$ cat src/sv/tes_pkg.sv
`timescale 1ns / 1ps
package tes_pkg;
  localparam int TimersDefault = 16;
  localparam int TimeW = 48;
  localparam int IntervalW = 32;
  localparam int IdW = 31;
  localparam int TagW = 16;
  localparam int ReqW = 2;
  localparam int KindW = 3;

  localparam logic [ReqW-1:0] REQ_ADD = 2'd0;
  localparam logic [ReqW-1:0] REQ_CANCEL = 2'd1;
  localparam logic [ReqW-1:0] REQ_TICK = 2'd2;

  localparam logic [KindW-1:0] KIND_ADDED = 3'd0;
  localparam logic [KindW-1:0] KIND_FULL = 3'd1;
  localparam logic [KindW-1:0] KIND_CANCELLED = 3'd2;
  localparam logic [KindW-1:0] KIND_NOT_FOUND = 3'd3;
  localparam logic [KindW-1:0] KIND_FIRED = 3'd4;

  typedef struct packed {
    logic [ReqW-1:0] req_type;
    logic [TimeW-1:0] time_ms;
    logic [IntervalW-1:0] interval_ms;
    logic periodic;
    logic [TagW-1:0] tag;
    logic [IdW-1:0] cancel_id;
  } req_t;

  typedef struct packed {
    logic [KindW-1:0] kind;
    logic [IdW-1:0] timer_id;
    logic [TagW-1:0] fired_tag;
    logic last;
  } res_t;
endpackage

$ cat src/sv/tes_req_if.sv
`timescale 1ns / 1ps
interface tes_req_if;
  logic valid;
  logic ready;
  tes_pkg::req_t data;
  modport source (output valid, output data, input ready);
  modport sink (input valid, input data, output ready);
endinterface

$ cat src/sv/tes_res_if.sv
`timescale 1ns / 1ps
interface tes_res_if;
  logic valid;
  logic ready;
  tes_pkg::res_t data;
  modport source (output valid, output data, input ready);
  modport sink (input valid, input data, output ready);
endinterface

$ cat src/sv/tes_front.sv
`timescale 1ns / 1ps
// Input stage: drop unknown requests, queue the rest (two entries).
module tes_front (
  input  logic clk,
  input  logic rst,
  tes_req_if.sink req,
  output logic q_valid,
  input  logic q_pop,
  output tes_pkg::req_t q_data
);
  tes_pkg::req_t mem [2];
  logic wp;
  logic rp;
  logic [1:0] count;
  logic push;
  logic known;

  assign known = (req.data.req_type == tes_pkg::REQ_ADD) ||
                 (req.data.req_type == tes_pkg::REQ_CANCEL) ||
                 (req.data.req_type == tes_pkg::REQ_TICK);
  assign req.ready = (count != 2'd2);
  assign push = req.valid && req.ready && known;
  assign q_valid = (count != 2'd0);
  assign q_data = mem[rp];

  always_ff @(posedge clk) begin
    if (push) begin
      mem[wp] <= req.data;
    end
    if (rst) begin
      wp <= 1'b0;
      rp <= 1'b0;
      count <= 2'd0;
    end else begin
      if (push) wp <= ~wp;
      if (q_pop) rp <= ~rp;
      count <= count + {1'b0, push} - {1'b0, q_pop};
    end
  end
endmodule

$ cat src/sv/tes_back.sv
`timescale 1ns / 1ps
// Execution engine: one slot per cycle over the store for each scan.
module tes_back #(
  parameter int TIMERS = tes_pkg::TimersDefault
) (
  input  logic clk,
  input  logic rst,
  input  logic q_valid,
  output logic q_pop,
  input  tes_pkg::req_t q_data,
  tes_res_if.source res,
  output logic close,
  input  logic closed
);
  localparam int SW = (TIMERS > 1) ? $clog2(TIMERS) : 1;
  localparam int CW = $clog2(TIMERS + 1);
  localparam int FireMax = 16;
  localparam int FW = 5;

  typedef enum logic [2:0] {
    ST_IDLE, ST_SCAN, ST_EMIT, ST_CLOSE
  } state_t;

  state_t state;
  logic [TIMERS-1:0] slot_valid;
  logic [TIMERS-1:0] done;
  logic [tes_pkg::IdW-1:0] slot_id [TIMERS];
  logic [tes_pkg::TimeW-1:0] slot_expiry [TIMERS];
  logic [tes_pkg::IntervalW-1:0] slot_interval [TIMERS];
  logic [TIMERS-1:0] slot_periodic;
  logic [tes_pkg::TagW-1:0] slot_tag [TIMERS];
  logic [tes_pkg::IdW-1:0] id_counter;

  tes_pkg::req_t cur;
  logic [CW-1:0] idx;
  logic [SW-1:0] sidx;
  logic found;
  logic [SW-1:0] best;
  logic [tes_pkg::TimeW-1:0] best_exp;
  logic [tes_pkg::IdW-1:0] best_id;
  logic [FW-1:0] fired;
  logic [tes_pkg::TimeW:0] rearm;
  logic better;
  logic [tes_pkg::IdW-1:0] nid;
  logic emit;

  assign sidx = idx[SW-1:0];
  assign q_pop = (state == ST_IDLE) && q_valid;
  assign better = slot_valid[sidx] && !done[sidx] &&
                  (slot_expiry[sidx] <= cur.time_ms) &&
                  (!found || (slot_expiry[sidx] < best_exp) ||
                   ((slot_expiry[sidx] == best_exp) && (slot_id[sidx] < best_id)));
  assign rearm = {1'b0, cur.time_ms} +
                 {{(tes_pkg::TimeW + 1 - tes_pkg::IntervalW){1'b0}}, slot_interval[best]};
  assign nid = ((id_counter + 1'b1) == '0) ? {{(tes_pkg::IdW-1){1'b0}}, 1'b1}
                                           : id_counter + 1'b1;
  // A tick that found nothing more issues no transfer.
  assign emit = (state == ST_EMIT) && (!res.valid || res.ready) &&
                ((cur.req_type != tes_pkg::REQ_TICK) || found);
  // Close the tick only once its final fired result has left this register.
  assign close = (state == ST_CLOSE) && !res.valid;

  always_ff @(posedge clk) begin
    if (rst) begin
      state <= ST_IDLE;
      slot_valid <= '0;
      id_counter <= '0;
      res.valid <= 1'b0;
    end else begin
      res.valid <= emit || (res.valid && !res.ready);
      case (state)
        ST_IDLE: begin
          if (q_valid) begin
            cur <= q_data;
            idx <= '0;
            found <= 1'b0;
            done <= '0;
            fired <= '0;
            state <= ST_SCAN;
          end
        end
        ST_SCAN: begin
          // Walk the slots; add seeks the lowest free, cancel the lowest match.
          if (cur.req_type == tes_pkg::REQ_ADD) begin
            if (!found && !slot_valid[sidx]) begin
              found <= 1'b1;
              best <= sidx;
            end
          end else if (cur.req_type == tes_pkg::REQ_CANCEL) begin
            if (!found && slot_valid[sidx] && slot_id[sidx] == cur.cancel_id) begin
              found <= 1'b1;
              best <= sidx;
            end
          end else if (better) begin
            found <= 1'b1;
            best <= sidx;
            best_exp <= slot_expiry[sidx];
            best_id <= slot_id[sidx];
          end
          if (idx == CW'(TIMERS - 1)) state <= ST_EMIT;
          idx <= idx + 1'b1;
        end
        ST_EMIT: begin
          if (!res.valid || res.ready) begin
            case (cur.req_type)
              tes_pkg::REQ_ADD: begin
                state <= ST_IDLE;
                res.data.fired_tag <= '0;
                res.data.last <= 1'b1;
                if (found) begin
                  id_counter <= nid;
                  slot_valid[best] <= 1'b1;
                  slot_id[best] <= nid;
                  slot_expiry[best] <= cur.time_ms;
                  slot_interval[best] <= cur.interval_ms;
                  slot_periodic[best] <= cur.periodic;
                  slot_tag[best] <= cur.tag;
                  res.data.kind <= tes_pkg::KIND_ADDED;
                  res.data.timer_id <= nid;
                end else begin
                  res.data.kind <= tes_pkg::KIND_FULL;
                  res.data.timer_id <= '0;
                end
              end
              tes_pkg::REQ_CANCEL: begin
                state <= ST_IDLE;
                res.data.fired_tag <= '0;
                res.data.last <= 1'b1;
                res.data.timer_id <= cur.cancel_id;
                if (found) begin
                  slot_valid[best] <= 1'b0;
                  res.data.kind <= tes_pkg::KIND_CANCELLED;
                end else begin
                  res.data.kind <= tes_pkg::KIND_NOT_FOUND;
                end
              end
              default: begin
                // Tick: fire the chosen slot, then rescan if more may follow.
                if (found) begin
                  res.data.kind <= tes_pkg::KIND_FIRED;
                  res.data.timer_id <= best_id;
                  res.data.fired_tag <= slot_tag[best];
                  res.data.last <= 1'b0;
                  done[best] <= 1'b1;
                  fired <= fired + 1'b1;
                  if (slot_periodic[best]) begin
                    slot_expiry[best] <= rearm[tes_pkg::TimeW] ? '1 :
                                         rearm[tes_pkg::TimeW-1:0];
                  end else begin
                    slot_valid[best] <= 1'b0;
                  end
                  if (fired == FW'(FireMax - 1)) begin
                    state <= ST_CLOSE;
                  end else begin
                    idx <= '0;
                    found <= 1'b0;
                    state <= ST_SCAN;
                  end
                end else if (fired != '0) begin
                  // Nothing more to fire: have the output stage mark the last transfer.
                  state <= ST_CLOSE;
                end else begin
                  state <= ST_IDLE;
                end
              end
            endcase
          end
        end
        ST_CLOSE: begin
          if (closed) state <= ST_IDLE;
        end
        default: state <= ST_IDLE;
      endcase
    end
  end
endmodule

$ cat src/sv/tes_out.sv
`timescale 1ns / 1ps
// Output hold stage: hold back each fired transfer so a closing tick can set last.
module tes_out (
  input  logic clk,
  input  logic rst,
  tes_res_if.sink in,
  input  logic close,
  output logic closed,
  tes_res_if.source out
);
  logic held;
  tes_pkg::res_t hold;
  logic move;
  logic take;
  logic out_valid_next;

  assign move = !out.valid || out.ready;
  assign in.ready = move;
  assign take = in.valid && move;
  assign closed = close && move;
  assign out_valid_next = (out.valid && !out.ready) ||
                          (take && (in.data.last || held)) ||
                          (!take && closed && held);

  always_ff @(posedge clk) begin
    if (rst) begin
      held <= 1'b0;
      out.valid <= 1'b0;
    end else begin
      out.valid <= out_valid_next;
      if (take) begin
        if (in.data.last) begin
          out.data <= in.data;
        end else begin
          // release the one held before, keep this one back
          if (held) out.data <= hold;
          hold <= in.data;
          held <= 1'b1;
        end
      end else if (closed && held) begin
        out.data <= {hold.kind, hold.timer_id, hold.fired_tag, 1'b1};
        held <= 1'b0;
      end
    end
  end
endmodule

$ cat src/sv/timer_expiry_scheduler.sv
`timescale 1ns / 1ps
// Timer store of TIMERS slots. Add, cancel and tick requests enter on req and
// are queued two deep; results leave on res, the final one of each request
// flagged by last. Each add or cancel leaves the queue, scans all TIMERS slots
// and emits one result. A tick repeats the scan for every timer it fires (up
// to 16); a tick firing nothing gives no result. Results pass two register
// stages; the second holds each fired result back until the next one or the
// end of the tick is known. Unknown request codes are dropped without a
// result.
module timer_expiry_scheduler #(
  parameter int TIMERS = tes_pkg::TimersDefault
) (
  input  logic clk,
  input  logic rst,
  tes_req_if.sink req,
  tes_res_if.source res
);
  logic q_valid;
  logic q_pop;
  tes_pkg::req_t q_data;
  logic close;
  logic closed;

  tes_res_if mid ();

  tes_front u_front (
    .clk(clk), .rst(rst), .req(req),
    .q_valid(q_valid), .q_pop(q_pop), .q_data(q_data)
  );

  tes_back #(.TIMERS(TIMERS)) u_back (
    .clk(clk), .rst(rst),
    .q_valid(q_valid), .q_pop(q_pop), .q_data(q_data),
    .res(mid), .close(close), .closed(closed)
  );

  // Hold fired results one deep, releasing the final one with last set.
  tes_out u_out (
    .clk(clk), .rst(rst), .in(mid),
    .close(close), .closed(closed), .out(res)
  );
endmodule
$ cat src/flat_wrapper.sv
// flat-port wrapper written by rule: the top's interface ports become plain ports
module timer_expiry_scheduler_flat 
#(
  parameter int TIMERS = tes_pkg::TimersDefault
)
  (clk, rst, req_valid, req_data, req_ready, res_valid, res_data, res_ready);
  tes_req_if req_i ();
  tes_res_if res_i ();
  input  logic clk;
  input  logic rst;
  input wire logic [$bits(req_i.valid)-1:0] req_valid;
  input wire logic [$bits(req_i.data)-1:0] req_data;
  output wire logic [$bits(req_i.ready)-1:0] req_ready;
  output wire logic [$bits(res_i.valid)-1:0] res_valid;
  output wire logic [$bits(res_i.data)-1:0] res_data;
  input wire logic [$bits(res_i.ready)-1:0] res_ready;
  assign req_i.valid = req_valid;
  assign req_i.data = req_data;
  assign req_ready = req_i.ready;
  assign res_valid = res_i.valid;
  assign res_data = res_i.data;
  assign res_i.ready = res_ready;
  timer_expiry_scheduler #(.TIMERS(TIMERS)) u_core (.clk(clk), .rst(rst), .req(req_i), .res(res_i));
endmodule
$ cat config.mk
export PLATFORM = sky130hd
export DESIGN_NAME = timer_expiry_scheduler_flat
export DESIGN_NICKNAME = d
export VERILOG_FILES = /design/src/sv/tes_pkg.sv /design/src/sv/tes_req_if.sv /design/src/sv/tes_res_if.sv /design/src/sv/tes_front.sv /design/src/sv/tes_back.sv /design/src/sv/tes_out.sv /design/src/sv/timer_expiry_scheduler.sv /design/src/flat_wrapper.sv
export SDC_FILE = /design/constraint.sdc
export NUM_CORES = 2
export LEC_CHECK = 0
export BUFFER_PORTS_ARGS = -buffer_cell sky130_fd_sc_hd__buf_2
export CELL_PAD_IN_SITES_DETAIL_PLACEMENT = 1
export CELL_PAD_IN_SITES_GLOBAL_PLACEMENT = 2
export CORE_MARGIN = 3
export CORE_UTILIZATION = 35
export DETAILED_ROUTE_END_ITERATION = 10
export PLACE_DENSITY_LB_ADDON = 0.1
export SLEW_MARGIN = 20
export SYNTH_ARGS = -nofsm -noshare
export SYNTH_HDL_FRONTEND = slang
export SYNTH_SLANG_ARGS = --single-unit
$ cat constraint.sdc
create_clock -name clk -period 14.7 [get_ports clk]
set_input_delay 1.47 -clock clk [delete_from_list [all_inputs] [get_ports clk]]
set_output_delay 1.47 -clock clk [all_outputs]
set_load 0.05 [all_outputs]
== Yosys cells after proc, flatten, opt, wreduce, memory -nomap -nowiden ==
Memory sizes are Yosys's and may differ from the RTL's. A register that Yosys moved wholly into a read port is not among the register bits.
Index checks and enable logic that the tools add are counted.
Word-level totals
  bits in registers: 335
  input bits: 134
  word-level logic and storage cells: 237
  memories: 5
  output and inout bits: 53
  bits in writable memories: 2292
Memories
  u_core.u_back.slot_expiry: words 16, bits a word 48, read ports 1, clocked after Yosys merged registers in 1, wr ports 1, RTL line tes_back.sv:28  | logic [tes_pkg::TimeW-1:0] slot_expiry [TIMERS];
  u_core.u_back.slot_interval: words 16, bits a word 32, read ports 1, clocked after Yosys merged registers in 1, wr ports 1, RTL line tes_back.sv:29  | logic [tes_pkg::IntervalW-1:0] slot_interval [TIMERS];
  u_core.u_back.slot_id: words 16, bits a word 31, read ports 1, clocked after Yosys merged registers in 1, wr ports 1, RTL line tes_back.sv:27  | logic [tes_pkg::IdW-1:0] slot_id [TIMERS];
  u_core.u_front.mem: words 2, bits a word 130, read ports 1, clocked after Yosys merged registers in 1, wr ports 1, RTL line tes_front.sv:11  | tes_pkg::req_t mem [2];
  u_core.u_back.slot_tag: words 16, bits a word 16, read ports 1, clocked after Yosys merged registers in 1, wr ports 1, RTL line tes_back.sv:31  | logic [tes_pkg::TagW-1:0] slot_tag [TIMERS];
Operators by class
  bitwise gates (word level): 11
  reduce and logical (&&, ||, !) cells: 67
  magnitude comparators: 6
  mux-type cells: 87
  eq/ne operators: 27
  $add $sub $neg: 6
Operators by type and width (number)
  51-bit two-way mux: 5
  16-bit two-way mux: 8
  51-bit one-hot mux with 2 select lines: 1
  48-bit two-way mux: 2
  16-bit one-hot mux with 2 select lines: 2
  48-bit by 32-bit adder with 49-bit output: 1
  48-bit equality test: 1
  48-bit <= comparator: 1
  48-bit less-than comparator: 1
  5-bit two-way mux: 8
  4-bit two-way mux: 9
  1-bit two-way mux: 33
  32-bit two-way mux: 1
  16-bit OR: 2
  31-bit by 1-bit adder with 31-bit output, second input constant: 1
  31-bit equality test: 1
  31-bit logical NOT: 1
  31-bit less-than comparator: 1
  31-bit two-way mux: 1
  1-bit logical AND: 22
  3-bit two-way mux: 6
  2-bit != test, second input constant: 9
  16-bit bitwise AND: 1
  16-bit bitwise mux: 1
  39 further kinds: 85

== Logic depth before layout (Yosys ltp) ==
  depth in word-level cells: 10
  depth in mapped cells: 21
  depth with buffers taken out: 15

== By module ==
From an unflattened synthesis, not the netlist that was laid out.
Unflattened totals
  cells, all modules: 5402
  area, all modules: 110572.3 um^2
By module, submodules not included
  tes_back: times used 1, area an instance 96901.7 um^2, cells each 4798
  tes_front: times used 1, area an instance 9653.0 um^2, cells each 432
  tes_out: times used 1, area an instance 4017.6 um^2, cells each 172

== Worst setup path before layout ==
Ideal clock, no wire load.
  path type: input port to flip-flop
  start point: input res_ready
  end point: register, netlist name u_core.u_back.res.data[0]
  arrival time: 9.852 ns
  slack: 4.115 ns
  data required time: 13.967 ns
  stages on the path: 4
  path buffers: 1
  library setup time: 0.733 ns
  path through: nor2b_1 -> clkbuf_1 -> and2_1 -> a2111oi_0
On the way
  cells in the longest elaborated chain, start to end: 3
RTL lines
  start: declaration: RTL line flat_wrapper.sv:16  | input wire logic [$bits(res_i.ready)-1:0] res_ready;
  1-bit logical OR: RTL line tes_out.sv:17  | assign move = !out.valid || out.ready;
  1-bit logical OR: RTL line tes_back.sv:104  | if (!res.valid || res.ready) begin
  4-bit AND reduction (no line)
Every way passes these cells.
A chain may end at the register's enable or synchronous reset.

==> flow_summary.json <==
{
  "skew_ns": 0.0326,
  "yosys_warnings": 0,
  "grt_max_degree": 98,
  "utilization": 0.407,
  "drv_slew": 0,
  "critPathKind": "flop to flop",
  "netSwitchingPower_w": 0.00633,
  "synth.distinct_cells": 86,
  "ios": 187,
  "grt_pass1_vias": 59000,
  "run_status": "finished, final reports clean",
  "routedWlPerCell_um": 31.0,
  "drt_iter0_drc": 5338,
  "ctsLongestPathBuffers": 4,
  "nFillCells": 29800,
  "vias": 56000,
  "cts_root_buffer": "clkbuf_16",
  "grt_usage": 0.198,
  "syn_area_mm2": 0.111,
  "area_growth_pct": 15.2,
  "initial_core_util": 0.354,
  "synth_flop_cell": "edfxtp_1",
  "hp-start": "u_core.u_back.res.data[12]",
  "slew_headroom": 0.266,
  "synth.top_cell.area_share": 0.732,
  "grt_remaining_overflow": 0,
  "final.setup.tns_ns": 0,
  "cp-end-kind": "flop",
  "synth-seq-cells": 2764,
  "rsz0062_at_grt": "false",
  "pwr-share-clk": 0.346,
  "p_int_w": 0.0154,
  "cts_tree": "built",
  "drc": 0,
  "swShare": 0.291,
  "synth_most_common_cell": "edfxtp_1",
  "ff_latch_area_mm2": 0.0824,
  "synthTopCellsByArea": "edfxtp_1 73%, mux4_2 12%, mux2_2 2.1%, ha_1 1.9%, dfxtp_1 1.2%",
  "slowest_delay_ns": 0.82,
  "min_path_cells": 0,
  "viasPerCell": 5.37,
  "tightest_slew_ns": 1.07,
  "grt_pass1_wl_um": 457000,
  "synth-seq-area-share": 0.743,
  "die_x_um": 569,
  "finalPower_w": 0.0218,
  "critical_path.cell_chain": "buf_12, buf_4, mux4_2, mux4_2, ha_1, nand4_1, nor2_1, nand4_1, nor4_1, o2111ai_1, o21ai_0, o211ai_1, nor2_4, buf_4",
  "antenna_found_initial": 25,
  "p_per_area_mw_per_mm2": 171,
  "p_comb_frac": 0.213,
  "firstDrtPassIters": 7,
  "cts_setup_buffers": 0,
  "peakVddDrop_v": 0.000139,
  "layout.nets": 6344,
  "synth_edf_count": 2700,
  "ctsHtreeMaxLevel": 5,
  "cp_top_family": "buffers and inverters",
  "period_minus_slack_ns": 7.89,
  "core_area_mm2": 0.313,
  "multi_input_area_mm2": 0.0273,
  "critical_path_buf_inv_count": 3,
  "drt_wl_total_um": 324000,
  "die-area_mm2": 0.323,
  "drive_above_1_share": 0.271,
  "reg2regPathDepth": 14,
  "critical_path_depth": 14,
  "cts_made_buffers": 314,
  "hold_class": "flop to flop",
  "max-cap-violations": 0,
  "setup_viol": 0,
  "pwr-share-seq": 0.441,
  "ctsResizeCount": 0,
  "critical_path_required_ns": 15.19,
  "fp-row-count": 205,
  "p_leak_nw": 42.2,
  "cts.sinks": 2764,
  "period_share": 0.537,
  "syn-num-nets": 5927,
  "path_clk_slew_ns": 0.06,
  "syn_inst": 5622,
  "place_hpwl_um": 194000,
  "rr_endpoint": "u_core.u_back.best_exp[30]",
  "cp_max_fo": 90,
  "cp-start-kind": "flop",
  "hold_buffers": 0,
  "final_antenna_net_count": 0,
  "synthArstFlopShare": 0,
  "dieHeight_um": 569,
  "clock_latency_ns": 0.89,
  "port_buffers": 186,
  "min_to": "u_core.u_out.hold[12]",
  "r2r_setup_slack_ns": 6.81,
  "synth_area_per_cell_um2": 19.7,
  "gp_congestion": 0.782,
  "fmax_mhz": 127,
  "arrival_ns": 8.38,
  "synth_commonest_cells": "2700 x edfxtp_1, 584 x mux4_2, 204 x mux2_2, 197 x nor2_1, 178 x clkbuf_1",
  "crit_slowest_cell": "buf_4",
  "hold_viol": 0,
  "synth_largest_area_cell": "edfxtp_1"
}
-- worst max path at each step --
stage	startpoint	slack [ns]	endpoint
6_report	flop	6.81	u_core.u_back.best_exp[30]
5_1_grt	flop	6.19	u_core.u_back.best_exp[30]
4_1_cts	flop	6.69	u_core.u_back.best_exp[17]
3_3_place_gp	flop	6.17	u_core.u_back.best_exp[32]
2_1_floorplan	res_ready	4.11	u_core.u_back.res.data[0]
3_5_place_dp	flop	6.71	u_core.u_back.best_exp[32]
-- flip-flops by register name, summed over array words and instances, names as in the netlist, 51 cells and up, named ones only --
register	count
u_core.u_back.slot_expiry	768
u_core.u_out.out.data	51
u_core.u_back.slot_id	496
u_core.u_back.slot_interval	512
u_core.u_back.slot_tag	256
u_core.u_back.cur	130
u_core.u_back.res.data	51
u_core.u_front.mem	260
-- routing by layer --
| layer | part of all wire | global-route usage | wire length [µm] | vias up |
|---|---|---|---|---|
| met5 | 0 | 0 | 0 | - |
| li1 | - | - | - | 23800 |
| met3 | 0.049 | 0.0282 | 15800 | 361 |
| met2 | 0.46 | 0.306 | 148000 | 1353 |
| met4 | 0.017 | 0.0377 | 5350 | 0 |
| met1 | 0.48 | 0.298 | 154000 | 30500 |
-- cell usage in the layout (no fill, tap or decap), drive strengths merged, types with 32 or more instances in the layout --
master,Yosys,layout
and2,32,32
nand2,159,159
nor3,37,37
o21ai,127,127
buf,83,364
nand4,53,53
mux2i,83,83
mux4,585,585
clkbuf,180,394
nand3,50,50
a221oi,35,35
clkinv,1,128
ha,170,170
edfxtp,2700,2700
xnor2,95,95
a21o,40,40
a21oi,164,164
dfxtp,64,64
mux2,211,211
nor2,199,199
xor2,58,58
inv,172,178
-- cell families after synthesis --
kind of cell	share of synthesized area
AND/OR/NAND/NOR	0.0290
flip-flops	0.743
XOR/XNOR	0.0121
multiplexers	0.148
adder cells (fa/ha/maj)	0.0194
buffers and inverters	0.0160
AO/OA/AOI/OAI	0.0325
-- stage by stage --
step | std cells | setup slack [ns] | cell area, µm² | hold slack (ns)
3_3_place_gp | 9858 | 6.17 | 118000 | 0.433
4_1_cts | 10400 | 6.69 | 128000 | 0.448
6_report | 10400 | 6.81 | 128000 | 0.451
3_5_place_dp | 9863 | 6.71 | 118000 | 0.435
2_1_floorplan | 5622 | 4.11 | 111000 | 0.420
5_1_grt | 10400 | 6.19 | 128000 | 0.469
-- power groups by stage --
stage                     Clock, W  Sequential (W)  Combinational (W)
after global routing       0.00807         0.00965            0.00503
after floorplan                  0         0.00953            0.00315
final                      0.00754         0.00960            0.00464
after detailed placement         0         0.00977            0.00469
after CTS                  0.00777         0.00961            0.00472
after global placement           0         0.00976            0.00468
-- area by class of cell --
class | instances | area share
Clock inverter | 166 | 0.0110
Timing Repair Buffer | 364 | 0.0187
Multi-Input combinational cell | 2422 | 0.214
Clock buffer | 394 | 0.0655
Inverter | 173 | 0.00511
Antenna cell | 4 | 0.0000784
Tap cell | 4140 | 0.0406
Sequential cell | 2764 | 0.645
No activity file was read; power rests on OpenSTA's default activity.
